## src/design/gpl_pkg.sv

```systemverilog
package gpl_pkg;

   typedef enum logic [11:0] {
      PH_L_OPEN   = 12'b0000_0000_0001,
      PH_L_FIRST  = 12'b0000_0000_0010,
      PH_L_NAME   = 12'b0000_0000_0100,
      PH_ARROW1   = 12'b0000_0000_1000,
      PH_ARROW2   = 12'b0000_0001_0000,
      PH_IDLE     = 12'b0000_0010_0000,
      PH_EPS      = 12'b0000_0100_0000,
      PH_NT_FIRST = 12'b0000_1000_0000,
      PH_NT       = 12'b0001_0000_0000,
      PH_TERM     = 12'b0010_0000_0000,
      PH_AT_FIRST = 12'b0100_0000_0000,
      PH_AT       = 12'b1000_0000_0000
   } phase_type;

   localparam logic [1:0] EV_CHAR  = 2'd0;
   localparam logic [1:0] EV_TOKEN = 2'd1;
   localparam logic [1:0] EV_LINE  = 2'd2;

   localparam logic [2:0] K_LEFT = 3'd0;
   localparam logic [2:0] K_NT   = 3'd1;
   localparam logic [2:0] K_TERM = 3'd2;
   localparam logic [2:0] K_EPS  = 3'd3;
   localparam logic [2:0] K_ATTR = 3'd4;

   localparam logic [2:0] ST_OK         = 3'd0;
   localparam logic [2:0] ST_BAD_LEFT   = 3'd1;
   localparam logic [2:0] ST_NO_ARROW   = 3'd2;
   localparam logic [2:0] ST_UNEXPECTED = 3'd3;
   localparam logic [2:0] ST_EMPTY      = 3'd4;
   localparam logic [2:0] ST_ORPHAN     = 3'd5;

   localparam logic [7:0] CH_LT     = 8'h3C;
   localparam logic [7:0] CH_GT     = 8'h3E;
   localparam logic [7:0] CH_HASH   = 8'h23;
   localparam logic [7:0] CH_LBRACE = 8'h7B;
   localparam logic [7:0] CH_RBRACE = 8'h7D;
   localparam logic [7:0] CH_DASH   = 8'h2D;
   localparam logic [7:0] CH_SPACE  = 8'h20;

   localparam logic [2:0] EPS_LEN = 3'd5;
   localparam int unsigned MAX_RESULTS = 3;

   typedef struct packed {
      logic [7:0] char_in;
      logic       char_valid;
      logic       end_of_line;
   } item_type;

   typedef struct packed {
      logic [1:0] event_res;
      logic [7:0] char_out;
      logic [2:0] token_kind;
      logic [2:0] status;
   } result_type;

   typedef struct packed {
      result_type [MAX_RESULTS-1:0] res;
      logic [1:0]                   count;
   } bundle_type;

   function automatic logic is_space(logic [7:0] c);
      return (c == CH_SPACE) || (c >= 8'd9 && c <= 8'd13);
   endfunction

   function automatic logic is_name_char(logic [7:0] c);
      if (c < 8'd33 || c > 8'd126) begin
         return 1'b0;
      end
      return (c != CH_LT) && (c != CH_GT) && (c != CH_HASH) &&
             (c != CH_LBRACE) && (c != CH_RBRACE);
   endfunction

   function automatic logic [7:0] eps_char(logic [2:0] pos);
      logic [7:0] c;
      unique case (pos)
         3'd0:    c = CH_HASH;
         3'd1:    c = 8'h45;
         3'd2:    c = 8'h70;
         3'd3:    c = 8'h73;
         3'd4:    c = CH_HASH;
         default: c = 8'h00;
      endcase
      return c;
   endfunction

   function automatic result_type make_result(logic [1:0] ev, logic [7:0] ch,
                                              logic [2:0] kind, logic [2:0] st);
      result_type r;
      r.event_res  = ev;
      r.char_out   = ch;
      r.token_kind = kind;
      r.status     = st;
      return r;
   endfunction

endpackage

```

## src/design/gpl_if.sv

```systemverilog
interface gpl_req_if;
   logic       valid;
   logic       ready;
   logic [7:0] char_in;
   logic       char_valid;
   logic       end_of_line;

   modport source (output valid, output char_in, output char_valid, output end_of_line,
                   input ready);
   modport sink (input valid, input char_in, input char_valid, input end_of_line,
                 output ready);
endinterface

interface gpl_rsp_if;
   logic       valid;
   logic       ready;
   logic [1:0] event_res;
   logic [7:0] char_out;
   logic [2:0] token_kind;
   logic [2:0] status;
   logic       last_of_run;

   modport source (output valid, output event_res, output char_out, output token_kind,
                   output status, output last_of_run, input ready);
   modport sink (input valid, input event_res, input char_out, input token_kind,
                 input status, input last_of_run, output ready);
endinterface

```

## src/design/grammar_production_lexer_top.sv

```systemverilog
// grammar production lexer
// req_chan carries one character of a production line per item, with
// char_valid (0 for a bare end marker) and end_of_line to close the line.
// rsp_chan returns the events for each item in order: name characters,
// finished tokens with their kind, and a line status at end of line;
// last_of_run marks the final result of an item. An item may cause zero
// to three results.
// an item is registered in the input register on accept; its results are
// loaded into the result register once it is free, which shows the first.
// throughput: one item per cycle while each item causes at most one result
// and the receiver takes each result; an item with several results
// occupies the result register until all of them leave, one per handshake.
// a stalled receiver holds the current result; the input register then
// holds one more item and req_chan.ready drops until the result register
// frees up.
// reset clears the lexer to the start of a line and empties both registers.
module grammar_production_lexer_top (
   input  logic      clock,
   input  logic      reset,
   gpl_req_if.sink   req_chan,
   gpl_rsp_if.source rsp_chan
);

   gpl_pkg::item_type   item_ff;
   logic                in_valid_ff;
   logic                free;
   logic                advance;
   gpl_pkg::bundle_type bundle;

   assign advance        = in_valid_ff && free;
   assign req_chan.ready = !in_valid_ff || advance;

   always_ff @(posedge clock) begin
      if (reset) begin
         in_valid_ff <= 1'b0;
      end else if (req_chan.ready) begin
         in_valid_ff <= req_chan.valid;
      end
   end

   always_ff @(posedge clock) begin
      if (req_chan.valid && req_chan.ready) begin
         item_ff.char_in     <= req_chan.char_in;
         item_ff.char_valid  <= req_chan.char_valid;
         item_ff.end_of_line <= req_chan.end_of_line;
      end
   end

   gpl_step u_step (
      .clock   (clock),
      .reset   (reset),
      .advance (advance),
      .item    (item_ff),
      .bundle  (bundle)
   );

   gpl_out u_out (
      .clock    (clock),
      .reset    (reset),
      .load     (in_valid_ff),
      .bundle   (bundle),
      .free     (free),
      .rsp_chan (rsp_chan)
   );

endmodule

```

## src/design/gpl_step.sv

```systemverilog
module gpl_step (
   input  logic                clock,
   input  logic                reset,
   input  logic                advance,
   input  gpl_pkg::item_type   item,
   output gpl_pkg::bundle_type bundle
);

   typedef struct packed {
      gpl_pkg::phase_type phase;
      logic               eps_start;
      logic               err;
   } start_type;

   gpl_pkg::phase_type phase_ff, phase_in;
   logic [2:0]         eps_pos_ff, eps_pos_in;
   logic [2:0]         error_ff, error_in;
   logic               have_sym_ff, have_sym_in;

   function automatic start_type start_token(logic [7:0] c);
      start_type s;
      s.phase     = gpl_pkg::PH_IDLE;
      s.eps_start = 1'b0;
      s.err       = 1'b0;
      if (gpl_pkg::is_space(c)) begin
         s.phase = gpl_pkg::PH_IDLE;
      end else if (c == gpl_pkg::CH_HASH) begin
         s.phase     = gpl_pkg::PH_EPS;
         s.eps_start = 1'b1;
      end else if (c == gpl_pkg::CH_LT) begin
         s.phase = gpl_pkg::PH_NT_FIRST;
      end else if (c == gpl_pkg::CH_LBRACE) begin
         s.phase = gpl_pkg::PH_AT_FIRST;
      end else if (gpl_pkg::is_name_char(c)) begin
         s.phase = gpl_pkg::PH_TERM;
      end else begin
         s.err = 1'b1;
      end
      return s;
   endfunction

   always_comb begin
      gpl_pkg::phase_type ph;
      logic [2:0]         ep;
      logic [2:0]         er;
      logic               hs;
      logic [1:0]         n;
      logic [7:0]         c;
      logic               nm;
      logic               sp;
      start_type          st;

      ph = phase_ff;
      ep = eps_pos_ff;
      er = error_ff;
      hs = have_sym_ff;
      n  = 2'd0;
      c  = item.char_in;
      nm = gpl_pkg::is_name_char(c);
      sp = gpl_pkg::is_space(c);
      st = start_token(c);
      bundle.res = '0;

      if (item.char_valid && (error_ff == gpl_pkg::ST_OK)) begin
         unique case (phase_ff)
            gpl_pkg::PH_L_OPEN: begin
               if (c == gpl_pkg::CH_LT) ph = gpl_pkg::PH_L_FIRST;
               else if (!sp) er = gpl_pkg::ST_BAD_LEFT;
            end
            gpl_pkg::PH_L_FIRST: begin
               if (nm) begin
                  bundle.res[n] = gpl_pkg::make_result(gpl_pkg::EV_CHAR, c,
                                                       gpl_pkg::K_LEFT, gpl_pkg::ST_OK);
                  n  = n + 2'd1;
                  ph = gpl_pkg::PH_L_NAME;
               end else if (!sp) begin
                  er = gpl_pkg::ST_BAD_LEFT;
               end
            end
            gpl_pkg::PH_L_NAME: begin
               if (nm) begin
                  bundle.res[n] = gpl_pkg::make_result(gpl_pkg::EV_CHAR, c,
                                                       gpl_pkg::K_LEFT, gpl_pkg::ST_OK);
                  n = n + 2'd1;
               end else if (c == gpl_pkg::CH_GT) begin
                  bundle.res[n] = gpl_pkg::make_result(gpl_pkg::EV_TOKEN, 8'h00,
                                                       gpl_pkg::K_LEFT, gpl_pkg::ST_OK);
                  n  = n + 2'd1;
                  ph = gpl_pkg::PH_ARROW1;
               end else begin
                  er = gpl_pkg::ST_BAD_LEFT;
               end
            end
            gpl_pkg::PH_ARROW1: begin
               if (c == gpl_pkg::CH_DASH) ph = gpl_pkg::PH_ARROW2;
               else if (!sp) er = gpl_pkg::ST_NO_ARROW;
            end
            gpl_pkg::PH_ARROW2: begin
               if (c == gpl_pkg::CH_GT) ph = gpl_pkg::PH_IDLE;
               else er = gpl_pkg::ST_NO_ARROW;
            end
            gpl_pkg::PH_IDLE: begin
               if (st.err) begin
                  er = gpl_pkg::ST_UNEXPECTED;
               end else begin
                  ph = st.phase;
                  if (st.eps_start) ep = 3'd1;
                  if (nm) begin
                     bundle.res[n] = gpl_pkg::make_result(gpl_pkg::EV_CHAR, c,
                                                          gpl_pkg::K_LEFT, gpl_pkg::ST_OK);
                     n = n + 2'd1;
                  end
               end
            end
            gpl_pkg::PH_EPS: begin
               if ((eps_pos_ff < gpl_pkg::EPS_LEN) && (c == gpl_pkg::eps_char(eps_pos_ff)))
               begin
                  if (eps_pos_ff + 3'd1 == gpl_pkg::EPS_LEN) begin
                     bundle.res[n] = gpl_pkg::make_result(gpl_pkg::EV_TOKEN, 8'h00,
                                                          gpl_pkg::K_EPS, gpl_pkg::ST_OK);
                     n  = n + 2'd1;
                     hs = 1'b1;
                     ep = 3'd0;
                     ph = gpl_pkg::PH_IDLE;
                  end else begin
                     ep = eps_pos_ff + 3'd1;
                  end
               end else begin
                  er = gpl_pkg::ST_UNEXPECTED;
               end
            end
            gpl_pkg::PH_NT_FIRST, gpl_pkg::PH_AT_FIRST: begin
               if (nm) begin
                  bundle.res[n] = gpl_pkg::make_result(gpl_pkg::EV_CHAR, c,
                                                       gpl_pkg::K_LEFT, gpl_pkg::ST_OK);
                  n  = n + 2'd1;
                  ph = (phase_ff == gpl_pkg::PH_NT_FIRST) ? gpl_pkg::PH_NT : gpl_pkg::PH_AT;
               end else if (!sp) begin
                  er = gpl_pkg::ST_UNEXPECTED;
               end
            end
            gpl_pkg::PH_NT: begin
               if (nm) begin
                  bundle.res[n] = gpl_pkg::make_result(gpl_pkg::EV_CHAR, c,
                                                       gpl_pkg::K_LEFT, gpl_pkg::ST_OK);
                  n = n + 2'd1;
               end else if (c == gpl_pkg::CH_GT) begin
                  bundle.res[n] = gpl_pkg::make_result(gpl_pkg::EV_TOKEN, 8'h00,
                                                       gpl_pkg::K_NT, gpl_pkg::ST_OK);
                  n  = n + 2'd1;
                  hs = 1'b1;
                  ph = gpl_pkg::PH_IDLE;
               end else begin
                  er = gpl_pkg::ST_UNEXPECTED;
               end
            end
            gpl_pkg::PH_AT: begin
               if (nm) begin
                  bundle.res[n] = gpl_pkg::make_result(gpl_pkg::EV_CHAR, c,
                                                       gpl_pkg::K_LEFT, gpl_pkg::ST_OK);
                  n = n + 2'd1;
               end else if (c == gpl_pkg::CH_RBRACE) begin
                  if (have_sym_ff) begin
                     bundle.res[n] = gpl_pkg::make_result(gpl_pkg::EV_TOKEN, 8'h00,
                                                          gpl_pkg::K_ATTR, gpl_pkg::ST_OK);
                     n  = n + 2'd1;
                     ph = gpl_pkg::PH_IDLE;
                  end else begin
                     er = gpl_pkg::ST_ORPHAN;
                  end
               end else begin
                  er = gpl_pkg::ST_UNEXPECTED;
               end
            end
            gpl_pkg::PH_TERM: begin
               if (nm) begin
                  bundle.res[n] = gpl_pkg::make_result(gpl_pkg::EV_CHAR, c,
                                                       gpl_pkg::K_LEFT, gpl_pkg::ST_OK);
                  n = n + 2'd1;
               end else begin
                  // terminal ends here, then the character starts a new token
                  bundle.res[n] = gpl_pkg::make_result(gpl_pkg::EV_TOKEN, 8'h00,
                                                       gpl_pkg::K_TERM, gpl_pkg::ST_OK);
                  n  = n + 2'd1;
                  hs = 1'b1;
                  if (st.err) begin
                     er = gpl_pkg::ST_UNEXPECTED;
                  end else begin
                     ph = st.phase;
                     if (st.eps_start) ep = 3'd1;
                  end
               end
            end
            default: er = gpl_pkg::ST_UNEXPECTED;
         endcase
      end

      if (item.end_of_line) begin
         if (er == gpl_pkg::ST_OK) begin
            unique case (ph)
               gpl_pkg::PH_L_OPEN, gpl_pkg::PH_L_FIRST, gpl_pkg::PH_L_NAME:
                  er = gpl_pkg::ST_BAD_LEFT;
               gpl_pkg::PH_ARROW1, gpl_pkg::PH_ARROW2:
                  er = gpl_pkg::ST_NO_ARROW;
               gpl_pkg::PH_TERM: begin
                  bundle.res[n] = gpl_pkg::make_result(gpl_pkg::EV_TOKEN, 8'h00,
                                                       gpl_pkg::K_TERM, gpl_pkg::ST_OK);
                  n  = n + 2'd1;
                  hs = 1'b1;
               end
               gpl_pkg::PH_IDLE: ;
               default:
                  er = gpl_pkg::ST_UNEXPECTED;
            endcase
            if ((er == gpl_pkg::ST_OK) && !hs) er = gpl_pkg::ST_EMPTY;
         end
         bundle.res[n] = gpl_pkg::make_result(gpl_pkg::EV_LINE, 8'h00, gpl_pkg::K_LEFT, er);
         n  = n + 2'd1;
         ph = gpl_pkg::PH_L_OPEN;
         ep = 3'd0;
         er = gpl_pkg::ST_OK;
         hs = 1'b0;
      end

      bundle.count = n;
      phase_in     = ph;
      eps_pos_in   = ep;
      error_in     = er;
      have_sym_in  = hs;
   end

   always_ff @(posedge clock) begin
      if (reset) begin
         phase_ff    <= gpl_pkg::PH_L_OPEN;
         eps_pos_ff  <= 3'd0;
         error_ff    <= gpl_pkg::ST_OK;
         have_sym_ff <= 1'b0;
      end else if (advance) begin
         phase_ff    <= phase_in;
         eps_pos_ff  <= eps_pos_in;
         error_ff    <= error_in;
         have_sym_ff <= have_sym_in;
      end
   end

   // line state holds between items
   a_hold: assert property (@(posedge clock) disable iff (reset)
      !advance |=> $stable(phase_ff) && $stable(error_ff) && $stable(have_sym_ff))
      else $error("lexer state changed without an item");

   // first error of a line sticks until the line closes
   a_sticky: assert property (@(posedge clock) disable iff (reset)
      (advance && (error_ff != gpl_pkg::ST_OK) && !item.end_of_line)
      |=> (error_ff == $past(error_ff)))
      else $error("error code overwritten inside a line");

   // closing a line returns to the start state
   a_close: assert property (@(posedge clock) disable iff (reset)
      (advance && item.end_of_line)
      |=> (phase_ff == gpl_pkg::PH_L_OPEN) && (error_ff == gpl_pkg::ST_OK) && !have_sym_ff)
      else $error("line close did not clear state");

endmodule

```

## src/design/gpl_out.sv

```systemverilog
module gpl_out (
   input  logic                clock,
   input  logic                reset,
   input  logic                load,
   input  gpl_pkg::bundle_type bundle,
   output logic                free,
   gpl_rsp_if.source           rsp_chan
);

   gpl_pkg::bundle_type bundle_ff;
   logic [1:0]          idx_ff, idx_in;
   logic                valid_ff, valid_in;
   logic                pop;
   logic                last;
   logic                take;
   gpl_pkg::result_type cur;

   assign last = (idx_ff == bundle_ff.count - 2'd1);
   assign pop  = valid_ff && rsp_chan.ready;
   assign free = !valid_ff || (pop && last);
   assign take = load && free && (bundle.count != 2'd0);

   always_comb begin
      valid_in = valid_ff;
      idx_in   = idx_ff;
      if (take) begin
         valid_in = 1'b1;
         idx_in   = 2'd0;
      end else if (pop) begin
         if (last) begin
            valid_in = 1'b0;
            idx_in   = 2'd0;
         end else begin
            idx_in = idx_ff + 2'd1;
         end
      end
   end

   always_ff @(posedge clock) begin
      if (reset) begin
         valid_ff <= 1'b0;
         idx_ff   <= 2'd0;
      end else begin
         valid_ff <= valid_in;
         idx_ff   <= idx_in;
      end
   end

   always_ff @(posedge clock) begin
      if (take) begin
         bundle_ff <= bundle;
      end
   end

   assign cur                  = bundle_ff.res[idx_ff];
   assign rsp_chan.valid       = valid_ff;
   assign rsp_chan.event_res   = cur.event_res;
   assign rsp_chan.char_out    = cur.char_out;
   assign rsp_chan.token_kind  = cur.token_kind;
   assign rsp_chan.status      = cur.status;
   assign rsp_chan.last_of_run = valid_ff && last;

   a_index: assert property (@(posedge clock) disable iff (reset)
      valid_ff |-> (bundle_ff.count != 2'd0) && (idx_ff < bundle_ff.count))
      else $error("result index outside the held item");

   a_wait: assert property (@(posedge clock) disable iff (reset)
      (valid_ff && !rsp_chan.ready) |=> valid_ff && $stable(idx_ff))
      else $error("result moved while stalled");

   a_load: assert property (@(posedge clock) disable iff (reset)
      take |=> valid_ff && (idx_ff == 2'd0))
      else $error("loaded item not presented from its first result");

endmodule
```

## src/flat_wrapper.sv

```systemverilog
// flat-port wrapper written by rule: the top's interface ports become plain ports
module grammar_production_lexer_top_flat 
  (clock, reset, req_chan_valid, req_chan_char_in, req_chan_char_valid, req_chan_end_of_line, req_chan_ready, rsp_chan_valid, rsp_chan_event_res, rsp_chan_char_out, rsp_chan_token_kind, rsp_chan_status, rsp_chan_last_of_run, rsp_chan_ready);
  gpl_req_if req_chan_i ();
  gpl_rsp_if rsp_chan_i ();
  input  logic clock;
  input  logic reset;
  input wire logic [$bits(req_chan_i.valid)-1:0] req_chan_valid;
  input wire logic [$bits(req_chan_i.char_in)-1:0] req_chan_char_in;
  input wire logic [$bits(req_chan_i.char_valid)-1:0] req_chan_char_valid;
  input wire logic [$bits(req_chan_i.end_of_line)-1:0] req_chan_end_of_line;
  output wire logic [$bits(req_chan_i.ready)-1:0] req_chan_ready;
  output wire logic [$bits(rsp_chan_i.valid)-1:0] rsp_chan_valid;
  output wire logic [$bits(rsp_chan_i.event_res)-1:0] rsp_chan_event_res;
  output wire logic [$bits(rsp_chan_i.char_out)-1:0] rsp_chan_char_out;
  output wire logic [$bits(rsp_chan_i.token_kind)-1:0] rsp_chan_token_kind;
  output wire logic [$bits(rsp_chan_i.status)-1:0] rsp_chan_status;
  output wire logic [$bits(rsp_chan_i.last_of_run)-1:0] rsp_chan_last_of_run;
  input wire logic [$bits(rsp_chan_i.ready)-1:0] rsp_chan_ready;
  assign req_chan_i.valid = req_chan_valid;
  assign req_chan_i.char_in = req_chan_char_in;
  assign req_chan_i.char_valid = req_chan_char_valid;
  assign req_chan_i.end_of_line = req_chan_end_of_line;
  assign req_chan_ready = req_chan_i.ready;
  assign rsp_chan_valid = rsp_chan_i.valid;
  assign rsp_chan_event_res = rsp_chan_i.event_res;
  assign rsp_chan_char_out = rsp_chan_i.char_out;
  assign rsp_chan_token_kind = rsp_chan_i.token_kind;
  assign rsp_chan_status = rsp_chan_i.status;
  assign rsp_chan_last_of_run = rsp_chan_i.last_of_run;
  assign rsp_chan_i.ready = rsp_chan_ready;
  grammar_production_lexer_top u_core (.clock(clock), .reset(reset), .req_chan(req_chan_i), .rsp_chan(rsp_chan_i));
endmodule
```

## config.mk

```make
export PLATFORM = sky130hd
export DESIGN_NAME = grammar_production_lexer_top_flat
export DESIGN_NICKNAME = d
export VERILOG_FILES = /design/src/design/gpl_pkg.sv /design/src/design/gpl_if.sv /design/src/design/grammar_production_lexer_top.sv /design/src/design/gpl_step.sv /design/src/design/gpl_out.sv /design/src/flat_wrapper.sv
export SDC_FILE = /design/constraint.sdc
export NUM_CORES = 1
export LEC_CHECK = 0
export ABC_AREA = 1
export BUFFER_PORTS_ARGS = -buffer_cell sky130_fd_sc_hd__buf_2
export CAP_MARGIN = 25
export CORE_UTILIZATION = 63
export DETAILED_ROUTE_END_ITERATION = 7
export PLACE_DENSITY = 0.89
export SYNTH_ARGS = -nofsm -noshare
export SYNTH_HDL_FRONTEND = slang
export SYNTH_HIERARCHICAL = 1
export SYNTH_SLANG_ARGS = --single-unit
```

## constraint.sdc

```tcl
create_clock -name clock -period 5.49 [get_ports clock]
set_input_delay 0.549 -clock clock [delete_from_list [all_inputs] [get_ports clock]]
set_output_delay 0.549 -clock clock [all_outputs]
set_load 0.005 [all_outputs]
```

==> flow_summary.html, run 1 <==
<table>
<tr><th>Metric</th><th>Value</th></tr>
<tr><th colspan="2">Run status</th></tr>
<tr><td>Run status</td><td>finished, violations left</td></tr>
<tr><td>Failing checks</td><td>DRC</td></tr>
<tr><th colspan="2">Finish</th></tr>
<tr><td>Number of diodes</td><td>0</td></tr>
<tr><td>Utilization of the core after routing</td><td>~70%</td></tr>
<tr><td>Post-layout nets</td><td>846</td></tr>
<tr><td>Proportion of layout cells with a drive suffix above 1</td><td>16.8%</td></tr>
<tr><td>Number of filler instances in the final layout</td><td>716</td></tr>
<tr><td>Layout overhead on the synthesized area</td><td>6.14%</td></tr>
<tr><th colspan="2">Routing</th></tr>
<tr><td>Post-route DRC violation count</td><td>3</td></tr>
<tr><td>Number of DRC violations after detailed-routing iteration 0</td><td>436</td></tr>
<tr><td>Residual antenna-violating net count after detailed routing</td><td>0</td></tr>
<tr><td>Total number of vias</td><td>about 5300</td></tr>
<tr><td>Wire per inst</td><td>between 15 and 20 um</td></tr>
<tr><td>Drt via density</td><td>roughly 5.7</td></tr>
<tr><td>Total wire length after detailed routing</td><td>around 15000 um</td></tr>
<tr><td>TritonRoute pass-1 iters</td><td>8</td></tr>
<tr><th colspan="2">Clocking</th></tr>
<tr><td>Clock edge transition at the registers on the reported setup and hold paths</td><td>0.09 ns</td></tr>
<tr><td>Number of cells upsized or downsized after cts</td><td>0</td></tr>
<tr><td>Total CTS buffers</td><td>9</td></tr>
<tr><td>Total of hold buffers inserted after clock tree synthesis</td><td>0</td></tr>
<tr><td>Max Buffers Root-to-Sink</td><td>2</td></tr>
<tr><td>Setup Buffers After CTS</td><td>0</td></tr>
<tr><td>Number of H-tree levels</td><td>3</td></tr>
<tr><td>Insertion delay of the later-clocked pin in the worst-skew pair</td><td>0.36 ns</td></tr>
<tr><td>Root buf cell</td><td>clkbuf_8</td></tr>
<tr><td>Clock tree from TritonCTS</td><td>yes</td></tr>
<tr><td>Clock sink count</td><td>between 80 and 90</td></tr>
<tr><th colspan="2">GRT</th></tr>
<tr><td>Combined global-route utilization of all metal layers</td><td>32.1%</td></tr>
<tr><td>Remaining global-route overflow</td><td>0</td></tr>
<tr><td>First-pass GRT wire length</td><td>between 20000 and 25000 um</td></tr>
<tr><td>Largest net degree at the start of global routing</td><td>between 40 and 50</td></tr>
<tr><td>Number of global-route vias before repair</td><td>roughly 5000</td></tr>
<tr><td>Antenna violations before repair</td><td>0</td></tr>
<tr><th colspan="2">STA</th></tr>
<tr><td>Fmax achieved</td><td>around 210 MHz</td></tr>
<tr><td>Fin Setup TNS</td><td>0 ns</td></tr>
<tr><td>Minimum period implied by the final worst setup slack</td><td>just under 5 ns</td></tr>
<tr><td>Relative slew slack</td><td>36.4%</td></tr>
<tr><td>Transition time at the pin with the least slew margin</td><td>0.954 ns</td></tr>
<tr><td>Final Slew Violations</td><td>0</td></tr>
<tr><td>Setup violators final</td><td>0</td></tr>
<tr><td>RSZ-0062 raised after global routing</td><td>no</td></tr>
<tr><td>Final-report hold violation count</td><td>0</td></tr>
<tr><td>Period Utilization, post-route</td><td>88.2%</td></tr>
<tr><td>Worst-case clock skew</td><td>roughly 0.014 ns</td></tr>
<tr><th colspan="2">Floorplanning</th></tr>
<tr><td>Site row count</td><td>34</td></tr>
<tr><td>Die outline area</td><td>a little under 10000 um2</td></tr>
<tr><td>Number of placed I/O pins</td><td>33</td></tr>
<tr><td>Die Span Y</td><td>around 100 um</td></tr>
<tr><td>Starting density of the core</td><td>66.0%</td></tr>
<tr><td>Die Width</td><td>between 90 and 100 um</td></tr>
<tr><td>Area of the core</td><td>8810 um2</td></tr>
<tr><th colspan="2">Yosys</th></tr>
<tr><td>Commonest cells in the synthesized netlist</td><td>nand2_1, nor2_1, inv_1</td></tr>
<tr><td>Prevailing post-synth register cell</td><td>edfxtp_1</td></tr>
<tr><td>Synth top area share</td><td>~31%</td></tr>
<tr><td>Synth Instances</td><td>~800</td></tr>
<tr><td>Most frequently used cell type in the post-synthesis netlist</td><td>nand2_1</td></tr>
<tr><td>Synth top area cells</td><td>edfxtp_1, nand2_1, dfxtp_1</td></tr>
<tr><td>Synthesis warning total</td><td>6</td></tr>
<tr><td>Post-synth cell types</td><td>44</td></tr>
<tr><td>Post-synthesis area per instance</td><td>~7.3 um2</td></tr>
<tr><td>FFs w/ async S/R, synth</td><td>0%</td></tr>
<tr><td>Sequential cell area fraction in the yosys report</td><td>about two fifths</td></tr>
<tr><td>Flip-flop and latch count after synthesis</td><td>between 80 and 90</td></tr>
<tr><td>Post-synth design cell area</td><td>between 5000 and 6000 um2</td></tr>
<tr><td>Cell type with the highest aggregate area in the netlist</td><td>edfxtp_1</td></tr>
<tr><td>Post-synth EDFFs</td><td>60</td></tr>
<tr><th colspan="2">Critical path</th></tr>
<tr><td>CP startpoint</td><td>u_core/item_ff[4]</td></tr>
<tr><td>Required time of the worst setup path</td><td>between 5 and 6 ns</td></tr>
<tr><td>R2r setup slk</td><td>between 0.6 and 0.7 ns</td></tr>
<tr><td>Maximum net fanout on the critical path</td><td>slightly above 40</td></tr>
<tr><td>FF-to-FF Start</td><td>u_core/item_ff[4]</td></tr>
<tr><td>Launching element type of the critical path</td><td>register</td></tr>
<tr><td>Worst setup path endpoint</td><td>u_core/u_out/bundle_ff[7]</td></tr>
<tr><td>Kind of end point of the critical path</td><td>register</td></tr>
<tr><td>Arrival time at the worst endpoint</td><td>roughly 5.0 ns</td></tr>
<tr><td>Worst reg2reg endpoint</td><td>u_core/u_out/bundle_ff[7]</td></tr>
<tr><td>Category of the most critical setup path</td><td>reg -&gt; reg</td></tr>
<tr><td>Cell depth of the worst flop-to-flop path</td><td>25</td></tr>
<tr><th colspan="2">Placed design</th></tr>
<tr><td>Count of buffers inserted at the top-level ports</td><td>32</td></tr>
<tr><td>Detailed placement HPWL</td><td>~11000 um</td></tr>
<tr><td>Placer congestion estimate</td><td>a little under 1</td></tr>
<tr><th colspan="2">Pwr</th></tr>
<tr><td>Reported leakage power</td><td>approximately 2.8 nW</td></tr>
<tr><td>Maximum vdd ir drop</td><td>about 0.15 mV</td></tr>
<tr><td>Power density cells</td><td>between 200 and 250 nW/um2</td></tr>
<tr><th colspan="2">Min path</th></tr>
<tr><td>Path class of the lowest-slack min-delay path</td><td>in -&gt; reg</td></tr>
<tr><th colspan="2">Job</th></tr>
<tr><td>Max-cap violations</td><td>0</td></tr>
</table>
## state kept, by name, indices dropped and copies added, names as in the netlist, 2 cells and up
| signal | count |
|---|---|
| u_core/u_step/error_ff | 3 |
| u_core/u_step/phase_ff | 12 |
| u_core/item_ff | 10 |
| u_core/u_step/eps_pos_ff | 3 |
| u_core/u_out/idx_ff | 2 |
| u_core/u_out/bundle_ff | 50 |
## critical path, cell delays in order, from the launching register on
cell and delay, ns:
edfxtp_1 0.49, nand2_1 0.17, nor2_1 0.08, nand2_1 0.33
nand2_1 0.13, inv_2 0.11, nand3_4 0.20, nand3_1 0.14
nand3_1 0.09, nand2_1 0.08, nand2_1 0.10, nor2_1 0.20
inv_1 0.08, nor2_2 0.19, nand3_2 0.15, inv_2 0.11
ha_1 0.23, inv_1 0.05, o21ai_1 0.11, ha_1 0.30
nor2_1 0.05, o21ai_0 0.30, inv_1 0.13, nand2_4 0.09
clkinv_1 0.33, buf_12 0.33
## layout by cell type, fill, tap and decap left out, drive strengths merged, types with 2 or more instances in the layout
cell,count
a21oi,37
nor3,15
a2bb2oi,2
conb,23
o2111ai,2
edfxtp,60
o21ai,57
ha,9
clkinv,2
nand2,214
a21boi,2
nand4,10
a31oi,3
o21a,2
nand3b,2
nor2,122
inv,104
and3,2
a211oi,5
o22ai,3
o211ai,2
buf,36
clkbuf,9
dfxtp,23
nand3,79
## where the power goes
group / switching [mW] / total (mW) / internal, mW
Clock: 0.253 / 0.475 / 0.222
Sequential: 0.0144 / 0.705 / 0.691
Combinational: 0.120 / 0.172 / 0.0516
Total: 0.387 / 1.35 / 0.965
## kinds of logic after synthesis
logic type | Yosys count | share of synthesized area, %
buf+inv | 141 | 11.3
other cells | 1 | 0.0646
compound gates | 116 | 11.3
flops | 83 | 38.9
simple gates | 445 | 36.4
fa+ha+maj | 9 | 1.94
## how the worst min path moves through the flow
stage	startpoint	endpoint	slack, ns	cells after the start
floorplan	u_core/u_step/error_ff[2]	u_core/u_step/error_ff[2]	0.45	2
global placement	u_core/u_step/error_ff[2]	u_core/u_step/error_ff[2]	0.47	2
detailed placement	u_core/u_step/error_ff[2]	u_core/u_step/error_ff[2]	0.48	2
CTS	req_chan_char_in[1]	u_core/item_ff[3]	0.35	1
global route	req_chan_end_of_line	u_core/item_ff[0]	0.34	1
finish	req_chan_end_of_line	u_core/item_ff[0]	0.37	1
## metal layers
layer  wire [um]  part of all wire (%)  vias up  global-route usage [%]
li1            -                     -     2626                       -
met1        6310                    43     2407                    42.5
met2        7020                    47      245                    53.7
met3        1210                   8.1       28                    6.30
met4         299                   2.0        0                    8.86
met5           0                     0        -                       0
## per-stage QoR
step	setup slack, ns	instance area, um2	power (mW)	hold slack, ns	instances
final	0.646	6160	1.35	0.365	936
after global routing	0.211	6160	1.41	0.345	936
after CTS	0.709	6160	1.36	0.351	936
after detailed placement	0.747	5950	0.887	0.479	920
after global placement	0.919	5950	0.882	0.467	920
after floorplan	0.931	5890	0.853	0.452	817
## area by class of cell
cell class              instances  area (um2)  area share, %
multi-input cells             593        2970           48.2
flip-flops and latches         83        2260           36.7
inverters                     100         378           6.13
repair buffers                 36         203           3.29
well taps                     108         135           2.19
clock buffers                   9         124           2.01
clock inverters                 7        90.1           1.46
(Power assumes the default switching activity.)
==> inputs of run 2 (changes only) <==
- CELL_PAD_IN_SITES_DETAIL_PLACEMENT: default -> 1
- CELL_PAD_IN_SITES_GLOBAL_PLACEMENT: default -> 1
- CORE_UTILIZATION: 63 -> 46
- CTS_BUF_LIST: default -> sky130_fd_sc_hd__clkbuf_4 sky130_fd_sc_hd__clkbuf_8 sky130_fd_sc_hd__clkbuf_16
- PLACE_DENSITY: 0.89 -> 0.88
==> flow_summary.html, run 2 (synthesized netlist as in run 1, its figures left out) <==
<table>
<tr><th>Metric</th><th>Value</th></tr>
<tr><th colspan="2">Run status</th></tr>
<tr><td>Run status</td><td>finished clean (was finished, violations left)</td></tr>
<tr><th colspan="2">Routing</th></tr>
<tr><td>Wire per inst</td><td>17.8 um (was 15.9 um)</td></tr>
<tr><td>TritonRoute pass-1 iters</td><td>4 (was 8)</td></tr>
<tr><td>Number of DRC violations after detailed-routing iteration 0</td><td>421 (was 436)</td></tr>
<tr><td>Total wire length after detailed routing</td><td>17700 um (was 14800 um)</td></tr>
<tr><td>Drt via density</td><td>5.35 (was 5.67)</td></tr>
<tr><td>Total number of vias</td><td>5334 (was 5306)</td></tr>
<tr><td>Post-route DRC violation count</td><td>0 (was 3)</td></tr>
<tr><td>Residual antenna-violating net count after detailed routing</td><td>0 (unchanged)</td></tr>
<tr><th colspan="2">Floorplanning</th></tr>
<tr><td>Area of the core</td><td>12200 um2 (was 8810 um2)</td></tr>
<tr><td>Die Span Y</td><td>114 um (was 98.0 um)</td></tr>
<tr><td>Number of placed I/O pins</td><td>33 (unchanged)</td></tr>
<tr><td>Die Width</td><td>114 um (was 98.0 um)</td></tr>
<tr><td>Site row count</td><td>40 (was 34)</td></tr>
<tr><td>Die outline area</td><td>13100 um2 (was 9610 um2)</td></tr>
<tr><td>Starting density of the core</td><td>47.8% (was 66.0%)</td></tr>
<tr><th colspan="2">Critical path</th></tr>
<tr><td>Number of buffers and inverters on the critical path</td><td>7 (unchanged)</td></tr>
<tr><td>Kind of end point of the critical path</td><td>register (unchanged)</td></tr>
<tr><td>Required time of the worst setup path</td><td>5.52 ns (was 5.59 ns)</td></tr>
<tr><td>Cell repeated most along the worst path</td><td>nand2_1 (unchanged)</td></tr>
<tr><td>Launching element type of the critical path</td><td>register (unchanged)</td></tr>
<tr><td>Standard cell with the maximum stage delay on the critical path</td><td>edfxtp_1 (unchanged)</td></tr>
<tr><td>Arrival time at the worst endpoint</td><td>4.78 ns (was 4.95 ns)</td></tr>
<tr><td>Maximum net fanout on the critical path</td><td>37 (was 41)</td></tr>
<tr><td>Critical Path Max Stage Delay</td><td>0.49 ns (about the same)</td></tr>
<tr><td>R2r setup slk</td><td>0.74 ns (was 0.65 ns)</td></tr>
<tr><td>Kind of cell adding the most delay to the critical path</td><td>simple AND/OR/NAND/NOR gates (unchanged)</td></tr>
<tr><td>Category of the most critical setup path</td><td>reg -&gt; reg (unchanged)</td></tr>
<tr><th colspan="2">Clocking</th></tr>
<tr><td>Number of cells upsized or downsized after cts</td><td>0 (unchanged)</td></tr>
<tr><td>Insertion delay of the later-clocked pin in the worst-skew pair</td><td>0.35 ns (was 0.36 ns)</td></tr>
<tr><td>Max Buffers Root-to-Sink</td><td>2 (unchanged)</td></tr>
<tr><td>Number of H-tree levels</td><td>3 (unchanged)</td></tr>
<tr><td>Clock tree from TritonCTS</td><td>yes (unchanged)</td></tr>
<tr><td>Root buf cell</td><td>clkbuf_16 (was clkbuf_8)</td></tr>
<tr><td>Total CTS buffers</td><td>9 (unchanged)</td></tr>
<tr><td>Setup Buffers After CTS</td><td>0 (unchanged)</td></tr>
<tr><td>Clock edge transition at the registers on the reported setup and hold paths</td><td>0.07 ns (was 0.09 ns)</td></tr>
<tr><td>Clock sink count</td><td>83 (unchanged)</td></tr>
<tr><td>Total of hold buffers inserted after clock tree synthesis</td><td>0 (unchanged)</td></tr>
<tr><th colspan="2">Pwr</th></tr>
<tr><td>Reported leakage power</td><td>2.87 nW (was 2.82 nW)</td></tr>
<tr><td>Relative contribution of the clock network to total power</td><td>41.7% (was 35.1%)</td></tr>
<tr><td>Maximum vdd ir drop</td><td>0.114 mV (was 0.148 mV)</td></tr>
<tr><td>Power density cells</td><td>239 nW/um2 (was 219 nW/um2)</td></tr>
<tr><td>Share of total power in combinational logic</td><td>11.8% (was 12.7%)</td></tr>
<tr><td>Fraction of power consumed by sequential logic</td><td>46.5% (was 52.2%)</td></tr>
<tr><td>Switching share of power</td><td>27.0% (was 28.6%)</td></tr>
<tr><td>Psw</td><td>0.410 mW (was 0.387 mW)</td></tr>
<tr><td>Internal</td><td>1.11 mW (was 0.965 mW)</td></tr>
<tr><td>Final total power</td><td>1.52 mW (was 1.35 mW)</td></tr>
<tr><th colspan="2">Placed design</th></tr>
<tr><td>Detailed placement HPWL</td><td>13900 um (was 11400 um)</td></tr>
<tr><td>Placer congestion estimate</td><td>0.975 (was 0.990)</td></tr>
<tr><td>Count of buffers inserted at the top-level ports</td><td>32 (unchanged)</td></tr>
<tr><td>Placed Cells</td><td>980 (was 920)</td></tr>
<tr><td>Post-placement cell area</td><td>6030 um2 (was 5950 um2)</td></tr>
<tr><th colspan="2">STA</th></tr>
<tr><td>Period Utilization, post-route</td><td>86.5% (was 88.2%)</td></tr>
<tr><td>Final Slew Violations</td><td>0 (unchanged)</td></tr>
<tr><td>Minimum period implied by the final worst setup slack</td><td>4.75 ns (was 4.84 ns)</td></tr>
<tr><td>Setup violators final</td><td>0 (unchanged)</td></tr>
<tr><td>Fmax achieved</td><td>210 MHz (was 206 MHz)</td></tr>
<tr><td>Final-report hold violation count</td><td>0 (unchanged)</td></tr>
<tr><td>Relative slew slack</td><td>51.5% (was 36.4%)</td></tr>
<tr><td>Transition time at the pin with the least slew margin</td><td>0.725 ns (was 0.954 ns)</td></tr>
<tr><td>Hold slack</td><td>0.374 ns (was 0.365 ns)</td></tr>
<tr><td>Worst-case clock skew</td><td>0.00834 ns (was 0.0145 ns)</td></tr>
<tr><td>Fin Setup TNS</td><td>0 ns (unchanged)</td></tr>
<tr><td>RSZ-0062 raised after global routing</td><td>no (unchanged)</td></tr>
<tr><th colspan="2">Min path</th></tr>
<tr><td>Path class of the lowest-slack min-delay path</td><td>in -&gt; reg (unchanged)</td></tr>
<tr><th colspan="2">GRT</th></tr>
<tr><td>Combined global-route utilization of all metal layers</td><td>28.7% (was 32.1%)</td></tr>
<tr><td>Number of global-route vias before repair</td><td>5460 (was 4959)</td></tr>
<tr><td>Remaining global-route overflow</td><td>0 (unchanged)</td></tr>
<tr><td>First-pass GRT wire length</td><td>28500 um (was 24200 um)</td></tr>
<tr><td>Antenna violations before repair</td><td>0 (unchanged)</td></tr>
<tr><td>Largest net degree at the start of global routing</td><td>38 (was 42)</td></tr>
<tr><th colspan="2">Finish</th></tr>
<tr><td>Number of cells in the finished layout apart from fillers</td><td>997 (was 936)</td></tr>
<tr><td>Post-route cell area</td><td>6340 um2 (was 6160 um2)</td></tr>
<tr><td>Number of diodes</td><td>0 (unchanged)</td></tr>
<tr><td>Largest register FFs</td><td>50 (unchanged)</td></tr>
<tr><td>Largest Register</td><td>u_core/u_out/bundle_ff (unchanged)</td></tr>
<tr><td>Proportion of layout cells with a drive suffix above 1</td><td>17.0% (was 16.8%)</td></tr>
<tr><td>Most frequent cells in the layout</td><td>nand2_1, nor2_1, inv_1, nand3_1, edfxtp_1 (unchanged)</td></tr>
<tr><td>Post-layout nets</td><td>847 (was 846)</td></tr>
<tr><td>Registers with the most flip-flops</td><td>u_core/u_out/bundle_ff (50), u_core/u_step/phase_ff (12), u_core/item_ff (10) (unchanged)</td></tr>
<tr><td>Most common library cell in the layout ignoring fill and taps</td><td>nand2_1 (unchanged)</td></tr>
<tr><td>Layout overhead on the synthesized area</td><td>9.13% (was 6.14%)</td></tr>
<tr><th colspan="2">Job</th></tr>
<tr><td>Max-cap violations</td><td>0 (unchanged)</td></tr>
</table>
run 2: cell type report:
class | count | area [um2]
fill | 1598 | 5820
multi-input combinational | 593 | 2970
sequential | 83 | 2260
inverter | 100 | 378
clock buffer | 10 | 233
timing repair buffer | 37 | 210
tap | 168 | 210
clock inverter | 6 | 72.6
run 2: worst paths after layout:
kind                                  start  cells past startpoint                         end
setup reg to reg          u_core/item_ff[4]                     25  u_core/u_out/bundle_ff[35]
hold / removal          req_chan_char_in[7]                      1           u_core/item_ff[9]
setup / recovery          u_core/item_ff[4]                     25  u_core/u_out/bundle_ff[35]
hold reg to reg   u_core/u_step/error_ff[2]                      2   u_core/u_step/error_ff[2]
run 2: metal layers:
metal	vias up	routed length, um	GRT usage [%]
li1	2628	-	-
met3	26	711	5.19
met5	-	0	0
met1	2571	7780	35.4
met4	0	355	9.35
met2	109	8850	50.6
run 2: metrics by stage:
| step | util (%) | setup WS [ns] |
|---|---|---|
| 5_1_grt | 52.1 | 0.307 |
| 3_5_place_dp | 49.5 | 0.792 |
| 4_1_cts | 52.1 | 0.744 |
| 3_3_place_gp | 49.5 | 1.00 |
| 2_1_floorplan | - | 0.931 |
| 6_report | 52.1 | 0.739 |
run 2: power groups by stage:
| stage | logic [mW] | clock network, mW | registers [mW] |
|---|---|---|---|
| CTS | 0.177 | 0.644 | 0.707 |
| floorplan | 0.138 | 0 | 0.714 |
| global route | 0.200 | 0.668 | 0.709 |
| finish | 0.179 | 0.632 | 0.707 |
| global placement | 0.169 | 0 | 0.719 |
| detailed placement | 0.176 | 0 | 0.720 |
